===== src/srrip_cache_replacement_unit_assert.svh =====
// assertion macros shared by the replacement unit modules
// no dependencies; the including module must have clk and rst_n in scope
`ifndef SRRIP_CACHE_REPLACEMENT_UNIT_ASSERT_SVH
`define SRRIP_CACHE_REPLACEMENT_UNIT_ASSERT_SVH

// property checked on every clock edge outside reset
`define SRRIP_ASSERT(lbl, prop, msg) \
    lbl: assert property (@(posedge clk) disable iff (!rst_n) (prop)) else $error(msg);

// antecedent in one cycle implies consequent in the next
`define SRRIP_ASSERT_NEXT(lbl, ante, cons, msg) \
    lbl: assert property (@(posedge clk) disable iff (!rst_n) (ante) |=> (cons)) else $error(msg);

`endif


===== src/srrip_pkg.sv =====
// shared types and constants of the srrip replacement unit
// no dependencies
package srrip_pkg;

    // default geometry
    localparam int DEF_NUM_SETS = 2048;
    localparam int DEF_NUM_WAYS = 16;
    localparam int DEF_MAX_RRPV = 3;

    // stream payload widths
    localparam int S_TDATA_W = 32;
    localparam int S_TUSER_W = 3;
    localparam int M_TDATA_W = 8;

    // operation codes
    typedef enum logic [1:0] {
        OP_VICTIM = 2'd0,
        OP_FILL   = 2'd1,
        OP_HIT    = 2'd2
    } op_t;

    // controller states
    typedef enum logic [1:0] {
        ST_CLEAR,
        ST_IDLE,
        ST_EXEC
    } state_t;

    // commands from controller to datapath
    typedef struct packed {
        logic load_item;
        logic clear_step;
        logic exec;
    } ctrl_cmd_t;

    // status from datapath to controller
    typedef struct packed {
        logic clear_last;
    } dp_sts_t;

endpackage


===== src/srrip_ctrl.sv =====
// controller state machine of the srrip replacement unit
// depends on srrip_pkg and srrip_cache_replacement_unit_assert.svh
`include "srrip_cache_replacement_unit_assert.svh"

module srrip_ctrl (
    input  logic                 clk,
    input  logic                 rst_n,
    input  logic                 s_tvalid,
    output logic                 s_tready,
    output logic                 m_tvalid,
    input  logic                 m_tready,
    output srrip_pkg::ctrl_cmd_t cmd,
    input  srrip_pkg::dp_sts_t   sts
);
    import srrip_pkg::*;

    state_t state_reg;
    state_t state_next;
    logic   out_valid_reg;
    logic   out_valid_next;

    // state and output valid registers
    always_ff @(posedge clk or negedge rst_n)
    begin
        if (!rst_n)
        begin
            state_reg     <= ST_CLEAR;
            out_valid_reg <= 1'b0;
        end
        else
        begin
            state_reg     <= state_next;
            out_valid_reg <= out_valid_next;
        end
    end

    // next state and commands
    always_comb
    begin
        state_next     = state_reg;
        out_valid_next = out_valid_reg;
        cmd            = '0;
        s_tready       = 1'b0;
        if (out_valid_reg && m_tready)
        begin
            out_valid_next = 1'b0;
        end
        case (state_reg)
            ST_CLEAR:
            begin
                cmd.clear_step = 1'b1;
                if (sts.clear_last)
                begin
                    state_next = ST_IDLE;
                end
            end
            ST_IDLE:
            begin
                s_tready = 1'b1;
                if (s_tvalid)
                begin
                    cmd.load_item = 1'b1;
                    state_next    = ST_EXEC;
                end
            end
            ST_EXEC:
            begin
                // output register must be free before the result lands
                if (!out_valid_reg || m_tready)
                begin
                    cmd.exec       = 1'b1;
                    out_valid_next = 1'b1;
                    state_next     = ST_IDLE;
                end
            end
            default:
            begin
                state_next = ST_CLEAR;
            end
        endcase
    end

    assign m_tvalid = out_valid_reg;

    // checks
    `SRRIP_ASSERT(a_exec_out_free, cmd.exec |-> (!out_valid_reg || m_tready), "result overwrote a pending item")
    `SRRIP_ASSERT_NEXT(a_exec_shows, cmd.exec, m_tvalid, "result not presented after execute")
    `SRRIP_ASSERT_NEXT(a_accept_busy, s_tvalid && s_tready, !s_tready && state_reg == ST_EXEC, "item accepted while busy")
    `SRRIP_ASSERT_NEXT(a_clear_done, state_reg == ST_CLEAR && sts.clear_last, s_tready, "not ready after clearing pass")

endmodule


===== config.mk =====
export PLATFORM = sky130hd
export DESIGN_NAME = srrip_ctrl
export DESIGN_NICKNAME = d
export VERILOG_FILES = /design/src/srrip_pkg.sv /design/src/srrip_ctrl.sv
export VERILOG_INCLUDE_DIRS = /design/src /design/src/src
export SDC_FILE = /design/constraint.sdc
export NUM_CORES = 1
export LEC_CHECK = 0
export ABC_AREA = 1
export BUFFER_PORTS_ARGS = -buffer_cell sky130_fd_sc_hd__buf_4
export CAP_MARGIN = 30
export CORE_AREA = 8 8 45 47
export DETAILED_ROUTE_END_ITERATION = 12
export DIE_AREA = 0 0 53 55
export MAX_ROUTING_LAYER = met4
export SYNTH_ARGS = -nofsm -noshare
export SYNTH_HDL_FRONTEND = slang
export SYNTH_SLANG_ARGS = --single-unit

===== constraint.sdc =====
create_clock -name clk -period 0.9 [get_ports clk]
set_clock_uncertainty 0.05 [all_clocks]
set_input_delay 0.18 -clock clk [delete_from_list [all_inputs] [get_ports clk]]
set_output_delay 0.18 -clock clk [all_outputs]
set_load 0.02 [all_outputs]

### Yosys cells after proc, flatten, opt, wreduce, memory -nomap -nowiden

Cells that the tools add are included.

| cells by class | value |
|---|---|
| equality and inequality tests | 5 |
| mux-type cells | 13 |
| reductions and logical operators | 5 |

Operators with widths:

| kind | number |
|---|---|
| 1-bit 2-to-1 mux | 9 |
| 2-bit 2-to-1 mux | 3 |
| 2-bit inequality test (second input constant) | 3 |
| 2-bit case mux with 3 select lines | 1 |
| 3-bit AND reduction | 1 |
| 2-bit by 1-bit equality test with 1-bit output (second input constant) | 1 |
| 2-bit equality test (second input constant) | 1 |
| 2-bit zero test | 1 |
| 1-bit logical AND | 1 |
| 1-bit zero test | 1 |
| 1-bit logical OR | 1 |

| word-level totals | value |
|---|---|
| register bits after elaboration | 3 |
| bits of input ports | 5 |
| output and inout bits | 5 |
| word-level logic and storage cells | 25 |

### Depth between registers and ports, before layout

| logic depth | value |
|---|---|
| depth in word-level cells | 4 |
| gate-level depth with buffers | 5 |
| depth with buffers taken out | 5 |

### Worst setup path before layout

OpenSTA, ideal clock, no wires.

| path | value |
|---|---|
| path kind | register to output |
| from | register out_valid_reg (netlist: m_tvalid) |
| to | output port cmd[0] (netlist name) |
| arrival | 0.863 ns |
| required time | 0.670 ns |
| slack | -0.193 ns |
| stages on the path, launching flop included | 4 |
| path buffers | 0 |
| cell sequence | dfrtp_1 > inv_1 > nor2_1 > nor2_1 |

RTL lines:

| element | line | source |
|---|---|---|
| start, declared | srrip_ctrl.sv:19 | `logic out_valid_reg;` |
| start signal, assigned | srrip_ctrl.sv:33 | `out_valid_reg <= out_valid_next;` |
| end, declared | srrip_ctrl.sv:12 | `output srrip_pkg::ctrl_cmd_t cmd,` |

==> flow_summary.ini <==
[outcome]
run_status = complete, but fails checks
violations = setup timing

[routing]
drt-wirelength-per-cell_um = 8.16
wirelength_um = 457
via_count = 189
detail_route.first_pass.iterations = 4
via_per_inst = 3.38
drtAntennaViolNets = 0
drc_errors = 0
first_iter_violations = 3

[finish]
n_antenna_cell = 0
layout-drive-gt1-share_pct = 67.5
fin_cells = 56
fin_area_um2 = 365
final_cell_mix = buf_4, buf_6, nor2_4
largest_reg_flops = 2
finalNetCount = 46
area_delta_synth_final_pct = 137

[cts]
cts.path.max_buffers = 2
cts_setup_buffers = 0
cts_buffers = 3
clk_pin_slew_ps = 30
cts_tree = built
cts_max_level = 1
cts.sinks = 3
clkLatencyLatePin_ps = 230
cts_root_buf = clkbuf_4

[min_path]
min_path_cells = 2
hold_class = in2reg
hold_path_startpoint = m_tready
hold_end = m_tvalid

[sta]
fmaxAchievable_mhz = 810
drv_slew = 0
min_period_ps = 1230
setup_viol = 6
setup_tns_ps = -1590
min_period_over_period_pct = 137
maxSlewHeadroom_pct = 89.4
worst_slack_ps = -335
finalHoldViolations = 0
worst_pin_slew_ps = 158
rsz0062_at_grt = true

[synth]
seq_area_frac_synth_pct = 48.8
yosysWarnings = 0
ys_types = 6
synth_top_area_share_pct = 48.8
synth_top_cell_by_area = dfrtp_1
synthesis.nets = 28
netlist_area_um2 = 154
ys_ff_latch = 3
syn_area_per_cell_um2 = 6.69
syn_inst = 23
yosys-top-cells-area = dfrtp_1, inv_1, nand2_1, nor2_1, o21ai_0

[pwr]
p_leak_nw = 0.178
intPower_mw = 0.759
vdd_drop_max_uv = 796
switchingPower_mw = 0.535
finalPower_mw = 1.29
power_frac_clock_pct = 17.8
power_frac_seq_pct = 20.5
powerDensity_mw_per_mm2 = 3540
pwr-share-comb_pct = 61.7
switching_share_pct = 41.3

[setup_path]
crit_chain = buf_4 -> nor2_4 -> buf_6
end_kind = output port
r2r_cells = 5
reg2reg_slack_ps = -110
r2r-start = state_reg[0]
rr_endpoint = state_reg[0]
required_ps = 670
cp_max_fo = 3
critPathMaxStageDelay_ps = 420
critPathSlowestCell = dfrtp_2
critPathLaunchType = flip-flop
cp.arrival_ps = 1000
path_class = reg2out

[global_route]
grtUsageTotal_pct = 4.34
antenna_found_initial = 0
grt_start_max_net_pins = 4
first_global_vias = 205
grt_pass1_wl_um = 793
grt.overflow.total = 0

[place]
port_buffers = 9
dp_slack_ps = -193
place_inst = 51
hpwl_um = 374
place_congestion = 0.610
dpl_cell_area_um2 = 285

[die]
core.rowCount = 14
io-pin-count = 10
die_area_mm2 = 0.00292
die_y_um = 55
initial_core_util_pct = 11.1
core_mm2 = 0.00138
die_w_um = 53

[run]
cap_violations = 0
-- through the flow --
stage | util, % | hold slack [ps]
2_1_floorplan | - | -166
3_3_place_gp | 20.6 | -79.0
3_5_place_dp | 20.6 | -78.9
4_1_cts | 25.6 | 114
5_1_grt | 26.4 | 141
6_report | 26.4 | 136
-- how the worst max path moves through the flow --
stage	startpoint	to	cells after the start
floorplan	state_reg[0]	cmd[0]	3
global placement	state_reg[1]	cmd[0]	5
detailed placement	state_reg[1]	cmd[0]	5
CTS	state_reg[0]	cmd[0]	4
global route	state_reg[1]	cmd[0]	5
finish	state_reg[0]	cmd[1]	3
-- repair_timing --
item                                    4_1_cts  5_1_grt
pin swaps                                     2        1
hold endpoints to repair                      3        0
gates resized for setup                      12        5
endpoints found under the setup margin        6        8
cloned                                        0        0
hold buffers                                  1        0
-- per-layer routing --
| layer | global-route usage, % | up-vias | wire [µm] | share of wire [%] |
|---|---|---|---|---|
| met5 | - | - | 0 | 0 |
| met4 | 5.17 | 0 | 5 | 1.1 |
| met3 | 3.21 | 2 | 44 | 9.6 |
| met2 | 6.45 | 6 | 266 | 58 |
| met1 | 3.04 | 80 | 141 | 31 |
| li1 | - | 101 | - | - |
-- area by class of cell --
cell class / instances / area, µm²
multi-input combinational: 13 / 92.6
clock buffer: 4 / 26.3
sequential: 3 / 77.6
tap: 16 / 20.0
timing repair buffer: 13 / 123
inverter: 7 / 26.3
fill: 157 / 1020
-- cells by family after synthesis --
| logic type | count (synthesis) | synth area share (%) |
|---|---|---|
| flops | 3 | 48.8 |
| compound gates | 2 | 6.50 |
| simple gates | 11 | 27.6 |
| buf+inv | 7 | 17.1 |
-- synth_stat cells --
cell,instances
dfrtp_1,3
inv_1,7
nand2_1,5
nand3_1,1
nor2_1,5
o21ai_0,2
-- worst max-delay path: cells and delay by family (launching register included) --
family | cells | cell delay [ps]
buffers and inverters | 2 | 270
flip-flops | 1 | 420
AND/OR/NAND/NOR | 1 | 80
-- power groups by stage --
stage          Clock, mW  Sequential, mW  Combinational [mW]
4_1_cts            0.246           0.249               0.783
6_report           0.230           0.266               0.798
3_3_place_gp           0           0.233               0.632
5_1_grt            0.256           0.278               0.854
2_1_floorplan          0           0.269               0.310
3_5_place_dp           0           0.236               0.641
Power figures use the tool's default switching activity.
